==> src/bpq_pkg.sv <==
// Shared types, codes and defaults for the bitmap priority ready queue.
`timescale 1ns / 1ps
package bpq_pkg;

  localparam int PRIO_LEVELS_DEF = 64;
  localparam int WORD_BITS_DEF   = 32;
  localparam int MAX_ITEMS_DEF   = 64;

  localparam int FIELD_W = 6;

  localparam logic [1:0] ACT_ADD    = 2'd0;
  localparam logic [1:0] ACT_REMOVE = 2'd1;

  localparam logic STATUS_DONE     = 1'b0;
  localparam logic STATUS_REJECTED = 1'b1;

  typedef enum logic [1:0] {
    CMD_ADD,
    CMD_REMOVE,
    CMD_QUERY,
    CMD_REJECT
  } cmd_t;

  typedef struct packed {
    cmd_t                 cmd;
    logic [FIELD_W-1:0]   id;
    logic [FIELD_W-1:0]   lv;
  } req_t;

  typedef struct packed {
    logic valid;
    req_t req;
  } qhead_t;

  typedef enum logic [2:0] {
    ST_IDLE,
    ST_ADD,
    ST_RM_LVL,
    ST_RM,
    ST_FIND,
    ST_WORD,
    ST_OUT
  } st_t;

endpackage

==> src/bpq_if.sv <==
// Request and result channel interfaces.
`timescale 1ns / 1ps
interface bpq_in_if;
  logic       valid;
  logic       ready;
  logic [1:0] action;
  logic [5:0] item_id;
  logic [5:0] priority_req;
  modport source (output valid, action, item_id, priority_req, input ready);
  modport sink (input valid, action, item_id, priority_req, output ready);
endinterface

interface bpq_out_if;
  logic       valid;
  logic       ready;
  logic       status;
  logic       is_empty;
  logic [5:0] head_item;
  logic [5:0] head_priority;
  modport source (output valid, status, is_empty, head_item, head_priority, input ready);
  modport sink (input valid, status, is_empty, head_item, head_priority, output ready);
endinterface

==> src/bpq_ram.sv <==
// Generic single-write, single-read RAM with registered read data.
`timescale 1ns / 1ps
module bpq_ram #(
  parameter int WIDTH = 8,
  parameter int DEPTH = 64
) (
  input  logic                     clk,
  input  logic                     we,
  input  logic [$clog2(DEPTH)-1:0] waddr,
  input  logic [WIDTH-1:0]         wdata,
  input  logic [$clog2(DEPTH)-1:0] raddr,
  output logic [WIDTH-1:0]         rdata
);
  logic [WIDTH-1:0] mem [DEPTH];

  always_ff @(posedge clk) begin
    if (we) begin
      mem[waddr] <= wdata;
    end
    rdata <= mem[raddr];
  end
endmodule

==> src/bpq_front.sv <==
// Front end: accepts requests, range-checks them and queues them for the back end.
`timescale 1ns / 1ps
module bpq_front #(
  parameter int PRIO_LEVELS = bpq_pkg::PRIO_LEVELS_DEF,
  parameter int MAX_ITEMS   = bpq_pkg::MAX_ITEMS_DEF
) (
  input  logic           clk,
  input  logic           rst_n,
  bpq_in_if.sink         in_ch,
  output bpq_pkg::qhead_t q_head,
  input  logic           q_pop
);
  bpq_pkg::req_t slot_r [2];
  logic       wr_ptr_r, rd_ptr_r;
  logic [1:0] cnt_r;
  bpq_pkg::req_t cls;
  logic push, pop;

  always_comb begin
    cls.id  = in_ch.item_id;
    cls.lv  = in_ch.priority_req;
    case (in_ch.action)
      bpq_pkg::ACT_ADD: begin
        if (32'(in_ch.item_id) >= 32'(MAX_ITEMS) ||
            32'(in_ch.priority_req) >= 32'(PRIO_LEVELS)) begin
          cls.cmd = bpq_pkg::CMD_REJECT;
        end else begin
          cls.cmd = bpq_pkg::CMD_ADD;
        end
      end
      bpq_pkg::ACT_REMOVE: begin
        if (32'(in_ch.item_id) >= 32'(MAX_ITEMS)) begin
          cls.cmd = bpq_pkg::CMD_REJECT;
        end else begin
          cls.cmd = bpq_pkg::CMD_REMOVE;
        end
      end
      default: cls.cmd = bpq_pkg::CMD_QUERY;
    endcase
  end

  assign in_ch.ready  = (cnt_r != 2'd2);
  assign push         = in_ch.valid && in_ch.ready;
  assign pop          = q_pop && (cnt_r != 2'd0);
  assign q_head.valid = (cnt_r != 2'd0);
  assign q_head.req   = slot_r[rd_ptr_r];

  always_ff @(posedge clk) begin
    if (push) begin
      slot_r[wr_ptr_r] <= cls;
    end
  end

  always_ff @(posedge clk) begin
    if (!rst_n) begin
      wr_ptr_r <= 1'b0;
      rd_ptr_r <= 1'b0;
      cnt_r    <= 2'd0;
    end else begin
      if (push) wr_ptr_r <= ~wr_ptr_r;
      if (pop) rd_ptr_r <= ~rd_ptr_r;
      cnt_r <= cnt_r + 2'(push) - 2'(pop);
    end
  end
endmodule

==> src/bpq_back.sv <==
// Back end: FIFO link updates, bitmap upkeep, head lookup and result register.
`timescale 1ns / 1ps
module bpq_back #(
  parameter int PRIO_LEVELS = bpq_pkg::PRIO_LEVELS_DEF,
  parameter int WORD_BITS   = bpq_pkg::WORD_BITS_DEF,
  parameter int MAX_ITEMS   = bpq_pkg::MAX_ITEMS_DEF
) (
  input  logic            clk,
  input  logic            rst_n,
  input  bpq_pkg::qhead_t q_head,
  output logic            q_pop,
  bpq_out_if.source       out_ch
);
  localparam int IW = $clog2(MAX_ITEMS);
  localparam int LW = $clog2(PRIO_LEVELS);
  localparam int NG = (PRIO_LEVELS + WORD_BITS - 1) / WORD_BITS;
  localparam int GW = (NG > 1) ? $clog2(NG) : 1;
  localparam int BW = $clog2(WORD_BITS);
  localparam int MW = NG * WORD_BITS;

  bpq_pkg::st_t  state_r, state_nxt;
  bpq_pkg::cmd_t cmd_r, cmd_nxt;
  logic [IW-1:0] id_r, id_nxt;
  logic [LW-1:0] lv_r, lv_nxt;
  logic [LW-1:0] top_r, top_nxt;
  logic [GW-1:0] grp_r, grp_nxt;
  logic          rej_r, rej_nxt, any_r, any_nxt;
  logic [MAX_ITEMS-1:0] queued_r, queued_nxt;
  logic [MW-1:0]        lmap_r, lmap_nxt;

  logic                out_valid_r, out_valid_nxt;
  logic                out_status_r, out_status_nxt, out_empty_r, out_empty_nxt;
  logic [5:0]          out_item_r, out_item_nxt, out_prio_r, out_prio_nxt;

  logic          head_we, tail_we, next_we, prev_we, lvl_we;
  logic [LW-1:0] head_waddr, tail_waddr, head_raddr, tail_raddr;
  logic [IW-1:0] head_wdata, tail_wdata, head_rdata, tail_rdata;
  logic [IW-1:0] next_waddr, prev_waddr, next_wdata, prev_wdata, next_rdata, prev_rdata;
  logic [IW-1:0] lvl_waddr, lvl_raddr;
  logic [LW-1:0] lvl_wdata, lvl_rdata;

  logic [WORD_BITS-1:0] word;
  logic [BW-1:0]        low_idx;
  logic [31:0]          top_full;
  logic                 first, last;

  bpq_ram #(.WIDTH(IW), .DEPTH(PRIO_LEVELS)) u_head (
    .clk(clk), .we(head_we), .waddr(head_waddr), .wdata(head_wdata),
    .raddr(head_raddr), .rdata(head_rdata));
  bpq_ram #(.WIDTH(IW), .DEPTH(PRIO_LEVELS)) u_tail (
    .clk(clk), .we(tail_we), .waddr(tail_waddr), .wdata(tail_wdata),
    .raddr(tail_raddr), .rdata(tail_rdata));
  bpq_ram #(.WIDTH(IW), .DEPTH(MAX_ITEMS)) u_next (
    .clk(clk), .we(next_we), .waddr(next_waddr), .wdata(next_wdata),
    .raddr(id_r), .rdata(next_rdata));
  bpq_ram #(.WIDTH(IW), .DEPTH(MAX_ITEMS)) u_prev (
    .clk(clk), .we(prev_we), .waddr(prev_waddr), .wdata(prev_wdata),
    .raddr(id_r), .rdata(prev_rdata));
  bpq_ram #(.WIDTH(LW), .DEPTH(MAX_ITEMS)) u_lvl (
    .clk(clk), .we(lvl_we), .waddr(lvl_waddr), .wdata(lvl_wdata),
    .raddr(lvl_raddr), .rdata(lvl_rdata));

  // Lowest set bit of the selected word.
  always_comb begin
    word    = lmap_r[grp_r * WORD_BITS +: WORD_BITS];
    low_idx = '0;
    for (int b = WORD_BITS - 1; b >= 0; b--) begin
      if (word[b]) low_idx = BW'(b);
    end
    top_full = 32'(grp_r) * 32'(WORD_BITS) + 32'(low_idx);
  end

  assign first = (head_rdata == id_r);
  assign last  = (tail_rdata == id_r);

  always_comb begin
    state_nxt      = state_r;
    cmd_nxt        = cmd_r;
    id_nxt         = id_r;
    lv_nxt         = lv_r;
    top_nxt        = top_r;
    grp_nxt        = grp_r;
    rej_nxt        = rej_r;
    any_nxt        = any_r;
    queued_nxt     = queued_r;
    lmap_nxt       = lmap_r;
    out_valid_nxt  = out_valid_r && !out_ch.ready;
    out_status_nxt = out_status_r;
    out_empty_nxt  = out_empty_r;
    out_item_nxt   = out_item_r;
    out_prio_nxt   = out_prio_r;
    q_pop          = 1'b0;
    head_we = 1'b0; tail_we = 1'b0; next_we = 1'b0; prev_we = 1'b0; lvl_we = 1'b0;
    head_waddr = lv_r; head_wdata = id_r;
    tail_waddr = lv_r; tail_wdata = id_r;
    next_waddr = id_r; next_wdata = id_r;
    prev_waddr = id_r; prev_wdata = id_r;
    lvl_waddr  = id_r; lvl_wdata  = lv_r;
    head_raddr = lv_r;
    tail_raddr = lv_r;
    lvl_raddr  = id_r;
    case (state_r)
      bpq_pkg::ST_IDLE: begin
        lvl_raddr  = IW'(q_head.req.id);
        tail_raddr = LW'(q_head.req.lv);
        if (q_head.valid) begin
          q_pop   = 1'b1;
          cmd_nxt = q_head.req.cmd;
          id_nxt  = IW'(q_head.req.id);
          lv_nxt  = LW'(q_head.req.lv);
          rej_nxt = 1'b0;
          case (q_head.req.cmd)
            bpq_pkg::CMD_ADD: begin
              if (queued_r[IW'(q_head.req.id)]) begin
                rej_nxt   = 1'b1;
                state_nxt = bpq_pkg::ST_FIND;
              end else begin
                state_nxt = bpq_pkg::ST_ADD;
              end
            end
            bpq_pkg::CMD_REMOVE: begin
              if (!queued_r[IW'(q_head.req.id)]) begin
                rej_nxt   = 1'b1;
                state_nxt = bpq_pkg::ST_FIND;
              end else begin
                state_nxt = bpq_pkg::ST_RM_LVL;
              end
            end
            bpq_pkg::CMD_REJECT: begin
              rej_nxt   = 1'b1;
              state_nxt = bpq_pkg::ST_FIND;
            end
            default: state_nxt = bpq_pkg::ST_FIND;
          endcase
        end
      end
      bpq_pkg::ST_ADD: begin
        // Append at the tail; link to the old tail when the level is busy.
        if (lmap_r[lv_r]) begin
          next_we    = 1'b1;
          next_waddr = tail_rdata;
          prev_we    = 1'b1;
          prev_wdata = tail_rdata;
        end else begin
          head_we = 1'b1;
        end
        tail_we            = 1'b1;
        lvl_we             = 1'b1;
        queued_nxt[id_r]   = 1'b1;
        lmap_nxt[lv_r]     = 1'b1;
        state_nxt          = bpq_pkg::ST_FIND;
      end
      bpq_pkg::ST_RM_LVL: begin
        lv_nxt     = lvl_rdata;
        head_raddr = lvl_rdata;
        tail_raddr = lvl_rdata;
        state_nxt  = bpq_pkg::ST_RM;
      end
      bpq_pkg::ST_RM: begin
        if (first && last) begin
          lmap_nxt[lv_r] = 1'b0;
        end else if (first) begin
          head_we    = 1'b1;
          head_wdata = next_rdata;
        end else if (last) begin
          tail_we    = 1'b1;
          tail_wdata = prev_rdata;
        end else begin
          next_we    = 1'b1;
          next_waddr = prev_rdata;
          next_wdata = next_rdata;
          prev_we    = 1'b1;
          prev_waddr = next_rdata;
          prev_wdata = prev_rdata;
        end
        queued_nxt[id_r] = 1'b0;
        state_nxt        = bpq_pkg::ST_FIND;
      end
      bpq_pkg::ST_FIND: begin
        // Group bit is the OR of its word; take the lowest busy group.
        any_nxt = 1'b0;
        grp_nxt = '0;
        for (int g = NG - 1; g >= 0; g--) begin
          if (|lmap_r[g * WORD_BITS +: WORD_BITS]) begin
            any_nxt = 1'b1;
            grp_nxt = GW'(g);
          end
        end
        state_nxt = bpq_pkg::ST_WORD;
      end
      bpq_pkg::ST_WORD: begin
        top_nxt    = LW'(top_full);
        head_raddr = LW'(top_full);
        state_nxt  = bpq_pkg::ST_OUT;
      end
      bpq_pkg::ST_OUT: begin
        head_raddr = top_r;
        if (!out_valid_r || out_ch.ready) begin
          out_valid_nxt  = 1'b1;
          out_status_nxt = rej_r ? bpq_pkg::STATUS_REJECTED : bpq_pkg::STATUS_DONE;
          out_empty_nxt  = !any_r;
          out_item_nxt   = any_r ? 6'(head_rdata) : 6'd0;
          out_prio_nxt   = any_r ? 6'(top_r) : 6'd0;
          state_nxt      = bpq_pkg::ST_IDLE;
        end
      end
      default: state_nxt = bpq_pkg::ST_IDLE;
    endcase
  end

  always_ff @(posedge clk) begin
    if (!rst_n) begin
      state_r     <= bpq_pkg::ST_IDLE;
      queued_r    <= '0;
      lmap_r      <= '0;
      out_valid_r <= 1'b0;
    end else begin
      state_r     <= state_nxt;
      queued_r    <= queued_nxt;
      lmap_r      <= lmap_nxt;
      out_valid_r <= out_valid_nxt;
    end
  end

  always_ff @(posedge clk) begin
    cmd_r        <= cmd_nxt;
    id_r         <= id_nxt;
    lv_r         <= lv_nxt;
    top_r        <= top_nxt;
    grp_r        <= grp_nxt;
    rej_r        <= rej_nxt;
    any_r        <= any_nxt;
    out_status_r <= out_status_nxt;
    out_empty_r  <= out_empty_nxt;
    out_item_r   <= out_item_nxt;
    out_prio_r   <= out_prio_nxt;
  end

  assign out_ch.valid         = out_valid_r;
  assign out_ch.status        = out_status_r;
  assign out_ch.is_empty      = out_empty_r;
  assign out_ch.head_item     = out_item_r;
  assign out_ch.head_priority = out_prio_r;
endmodule

==> src/bitmap_priority_ready_queue_top.sv <==
// Top level of the bitmap priority ready queue.
`timescale 1ns / 1ps
// Ready queue of item ids with one FIFO per priority level (0 highest) and a
// two-level bitmap over the levels. Each request (add, remove, query) yields
// one result: status, empty flag and the head of the highest busy level. The
// front end buffers up to two requests; the back end handles one at a time:
// add appends at the tail, remove reads the item's level then unlinks it, via
// registered reads of the head/tail/link RAMs; all end in the two-step group
// then word bitmap search. A result waits in an output register.
module bitmap_priority_ready_queue_top #(
  parameter int PRIO_LEVELS = bpq_pkg::PRIO_LEVELS_DEF,
  parameter int WORD_BITS   = bpq_pkg::WORD_BITS_DEF,
  parameter int MAX_ITEMS   = bpq_pkg::MAX_ITEMS_DEF
) (
  input  logic      clk,
  input  logic      rst_n,
  bpq_in_if.sink    in_ch,
  bpq_out_if.source out_ch
);
  bpq_pkg::qhead_t q_head;
  logic            q_pop;

  bpq_front #(.PRIO_LEVELS(PRIO_LEVELS), .MAX_ITEMS(MAX_ITEMS)) u_front (
    .clk(clk), .rst_n(rst_n), .in_ch(in_ch), .q_head(q_head), .q_pop(q_pop));

  bpq_back #(.PRIO_LEVELS(PRIO_LEVELS), .WORD_BITS(WORD_BITS),
             .MAX_ITEMS(MAX_ITEMS)) u_back (
    .clk(clk), .rst_n(rst_n), .q_head(q_head), .q_pop(q_pop), .out_ch(out_ch));

`ifndef SYNTH
  a_empty_zero: assert property (@(posedge clk) disable iff (!rst_n)
    out_ch.valid && out_ch.is_empty |-> out_ch.head_item == 6'd0 &&
      out_ch.head_priority == 6'd0)
    else $error("empty result carries a nonzero head");

  a_reset_quiet: assert property (@(posedge clk)
    !rst_n |=> !out_ch.valid)
    else $error("result valid right after reset");

  a_pop_needs_entry: assert property (@(posedge clk) disable iff (!rst_n)
    q_pop |-> q_head.valid)
    else $error("back end popped an empty request queue");
`endif
endmodule
==> src/flat_wrapper.sv <==
// flat-port wrapper written by rule: the top's interface ports become plain ports
module bitmap_priority_ready_queue_top_flat 
#(
  parameter int PRIO_LEVELS = bpq_pkg::PRIO_LEVELS_DEF,
  parameter int WORD_BITS   = bpq_pkg::WORD_BITS_DEF,
  parameter int MAX_ITEMS   = bpq_pkg::MAX_ITEMS_DEF
)
  (clk, rst_n, in_ch_valid, in_ch_action, in_ch_item_id, in_ch_priority_req, in_ch_ready, out_ch_valid, out_ch_status, out_ch_is_empty, out_ch_head_item, out_ch_head_priority, out_ch_ready);
  bpq_in_if in_ch_i ();
  bpq_out_if out_ch_i ();
  input  logic clk;
  input  logic rst_n;
  input wire logic [$bits(in_ch_i.valid)-1:0] in_ch_valid;
  input wire logic [$bits(in_ch_i.action)-1:0] in_ch_action;
  input wire logic [$bits(in_ch_i.item_id)-1:0] in_ch_item_id;
  input wire logic [$bits(in_ch_i.priority_req)-1:0] in_ch_priority_req;
  output wire logic [$bits(in_ch_i.ready)-1:0] in_ch_ready;
  output wire logic [$bits(out_ch_i.valid)-1:0] out_ch_valid;
  output wire logic [$bits(out_ch_i.status)-1:0] out_ch_status;
  output wire logic [$bits(out_ch_i.is_empty)-1:0] out_ch_is_empty;
  output wire logic [$bits(out_ch_i.head_item)-1:0] out_ch_head_item;
  output wire logic [$bits(out_ch_i.head_priority)-1:0] out_ch_head_priority;
  input wire logic [$bits(out_ch_i.ready)-1:0] out_ch_ready;
  assign in_ch_i.valid = in_ch_valid;
  assign in_ch_i.action = in_ch_action;
  assign in_ch_i.item_id = in_ch_item_id;
  assign in_ch_i.priority_req = in_ch_priority_req;
  assign in_ch_ready = in_ch_i.ready;
  assign out_ch_valid = out_ch_i.valid;
  assign out_ch_status = out_ch_i.status;
  assign out_ch_is_empty = out_ch_i.is_empty;
  assign out_ch_head_item = out_ch_i.head_item;
  assign out_ch_head_priority = out_ch_i.head_priority;
  assign out_ch_i.ready = out_ch_ready;
  bitmap_priority_ready_queue_top #(.PRIO_LEVELS(PRIO_LEVELS), .WORD_BITS(WORD_BITS), .MAX_ITEMS(MAX_ITEMS)) u_core (.clk(clk), .rst_n(rst_n), .in_ch(in_ch_i), .out_ch(out_ch_i));
endmodule
==> config.mk <==
export PLATFORM = sky130hd
export DESIGN_NAME = bitmap_priority_ready_queue_top_flat
export DESIGN_NICKNAME = d
export VERILOG_FILES = /design/src/bpq_pkg.sv /design/src/bpq_if.sv /design/src/bpq_ram.sv /design/src/bpq_front.sv /design/src/bpq_back.sv /design/src/bitmap_priority_ready_queue_top.sv /design/src/flat_wrapper.sv
export SDC_FILE = /design/constraint.sdc
export NUM_CORES = 2
export LEC_CHECK = 0
export ABC_AREA = 1
export BUFFER_PORTS_ARGS = -buffer_cell sky130_fd_sc_hd__buf_4
export CORE_UTILIZATION = 43
export CTS_CLUSTER_SIZE = 20
export DETAILED_ROUTE_END_ITERATION = 8
export PLACE_DENSITY = 0.56
export SKIP_CTS_REPAIR_TIMING = 1
export SLEW_MARGIN = 30
export SYNTH_ARGS = -nofsm -noshare
export SYNTH_HDL_FRONTEND = slang
export SYNTH_SLANG_ARGS = --single-unit
export TNS_END_PERCENT = 10
==> constraint.sdc <==
create_clock -name clk -period 11.8 [get_ports clk]
set_input_delay 2.36 -clock clk [delete_from_list [all_inputs] [get_ports clk]]
set_output_delay 2.36 -clock clk [all_outputs]
set_load 0.02 [all_outputs]
==> qor.yml <==
outcome: "finished, final reports clean"
insertion_delay_ps: 880
cp_num_buf_inv: 3
drive_above_1_share: 0.08356
post-route-util: 0.4862
setup_viol: 0
whs_ps: 454.8
dieArea_mm2: 0.2038
critical_path_required_ps: 12560
finClkSkew_ps: 47.13
synthFlopType: "edfxtp_1"
fin_nets: 7041
start_util: 0.4337
synthDistinctLibCells: 50
relSlewSlack: 0.3053
yosys_register_bits: 2150
p_comb_frac: 0.372
die_y_um: 451.4
synth_cells: 7077
reg2reg_depth: 45
seqPwrFrac: 0.365
crit_arrival_ps: 7000
powerDensity_mw_per_mm2: 272.2
rsz0062_at_grt: "no"
crit_type: "reg -> reg"
grt_use_met3: 0.03440
hold_path_class: "reg -> reg"
num-fill-cells: 17620
drt-vias-per-instance: 5.779
hold_viol_final: 0
critPathTopFamily: "simple AND/OR/NAND/NOR gates"
synth_area_leaders: "edfxtp_1 69%, nor2_1 4.3%, nand2_1 4.2%"
initialDrtViolationCount: 6751
p_total_mw: 26.51
clk_pin_slew_ps: 60
postSynthAreaPerCell_um2: 12.27
yosysTopAreaCellShare: 0.6856
timing.rr.start: "u_core.u_back.grp_r"
min_from: "u_core.u_front.rd_ptr_r"
p_leak_nw: 32.13
wire_per_inst_um: 25.08
timing.fmax_mhz: 160.4
gr-max-usage-layer: "met2"
async_flop_share: 0
critPathSlowestCell: "nand2_8"
crit_fanout: 127
ctsRootBufferMaster: "clkbuf_16"
pwr-share-clk: 0.263
drv_slew: 0
synth_edf_count: 1983
syn-num-nets: 7097
irDropWorstVdd_uv: 237.1
p_sw_mw: 10.58
met1_usage: 0.3490
whs_path_depth: 1
wl_um: 247300
cp_slowest_stage_delay_ps: 850
grt_pass1_vias: 54200
start_kind: "flip-flop"
yosys_warnings: 0
hpwl_um: 149900
tritoncts: "done"
antenna_found_initial: 4
synth_seq_area_share: 0.7241
finalSetupTns_ps: 0
p_int_mw: 15.93
coreArea_mm2: 0.2003
cts_buffers: 220
drc: 0
grt_first_pass_wirelength_um: 364800
cts_max_path_buffers: 3
r2r_slack_ps: 5570
critPathCaptureType: "flip-flop"
period_share: 0.5284
gp_congestion: 0.9189
die_w_um: 451.4
grt_use_total: 0.2383
num_rows: 164
vias: 57000
postRouteAntennaNets: 0
htree_levels: 4
grt_use_met2: 0.3677
cap_violations: 0
worst_slew_pin_slew_ps: 1036
overflow: 0
yosys.area.top_type: "edfxtp_1"
port-buffer-count: 33
synthToLayoutAreaGrowth_pct: 12.12
dr.pass1.iters: 6
grt_max_degree: 128
syn_area_mm2: 0.08686
num_io_pins: 34
cp_common_cell: "nand2_1"
p_sw_frac: 0.3991
crit_cells: 45
cts_sinks: 2150
min_period_ps: 6235
critPathLaunch: "u_core.u_back.grp_r"
sequential cells by signal (all words and copies together) (netlist names), 28 cells and up, named ones only:
register	cells
u_core.u_back.u_next.mem	384
u_core.u_back.u_head.mem	384
u_core.u_back.u_tail.mem	384
u_core.u_front.slot_r	28
u_core.u_back.u_lvl.mem	384
u_core.u_back.u_prev.mem	384
through the flow:
step                      setup WS (ps)  instances  cell area (um^2)
after floorplan                    6409       7077             86860
after global placement             5536       9452             89990
after detailed placement           5610       9452             90080
after CTS                          5573       9857             97280
after global routing               4843       9861             97370
final                              5565       9864             97380
cell families after synthesis:
logic type,after synthesis,share of synthesized area
flip-flops,2150,0.7241
buffers and inverters,815,0.03763
XOR/XNOR,10,0.001008
multiplexers,10,0.001152
AND/OR/NAND/NOR,2758,0.1344
adder cells (fa/ha/maj),2,0.0002881
AO/OA/AOI/OAI,1332,0.1014
placed cells by master (no fill, tap or decap), drive strengths merged, types with 58 or more instances in the layout:
master / count
edfxtp: 1983
nor2: 1004
nand2: 977
nand3: 507
o21ai: 467
inv: 367
clkbuf: 285
a21oi: 171
dfxtp: 167
buf: 164
a22oi: 124
a221oi: 116
o211ai: 104
clkinv: 98
a22o: 97
nand4: 95
nand3b: 72
nor3: 67
o22ai: 63
o221ai: 58
final timing paths:
kind,end
max,u_core.u_back.u_head.rdata[5]
min,u_core.u_front.rd_ptr_r
min reg2reg,u_core.u_front.rd_ptr_r
max reg2reg,u_core.u_back.u_head.rdata[5]
metal layers:
metal  vias up  part of all wire
li1      25840                 -
met1     28620              0.44
met2      2205              0.46
met3       349             0.070
met4         0             0.029
met5         -                 0
cells in the mapped netlist, types with 6 or more instances:
cell type / instances
nor4_1: 19
xnor2_1: 6
o21ai_1: 10
a22o_1: 97
o221ai_1: 58
o21ai_0: 456
o32ai_1: 48
nor2_1: 1004
a22oi_1: 124
nand3b_1: 72
dfxtp_1: 167
inv_1: 359
o211ai_1: 104
nor3_1: 67
nand3_1: 507
o22ai_1: 63
buf_4: 10
clkbuf_1: 359
buf_6: 15
edfxtp_1: 1983
clkinv_1: 10
buf_2: 29
o311ai_0: 48
nand4_1: 95
buf_1: 27
a21oi_1: 171
mux2i_1: 10
a221oi_1: 115
a31oi_1: 10
or2_2: 16
nand2_1: 975
power groups by stage:
stage	registers, mW	logic [mW]	clock network [mW]
5_1_grt	9.68	10.7	7.36
4_1_cts	9.67	9.87	7.08
6_report	9.68	9.85	6.98
2_1_floorplan	9.86	6.05	0
3_3_place_gp	9.83	9.79	0
3_5_place_dp	9.83	9.85	0
area by class of cell:
type | instances | area [um^2] | area share
tap | 2656 | 3323 | 0.03413
clock inverter | 120 | 1296 | 0.01331
sequential | 2150 | 62890 | 0.6458
antenna | 4 | 10.01 | 0.0001028
clock buffer | 285 | 5912 | 0.06071
multi-input combinational | 4112 | 21270 | 0.2184
inverter | 373 | 1414 | 0.01452
timing repair buffer | 164 | 1264 | 0.01298
No activity file was read; power rests on OpenSTA's default activity.
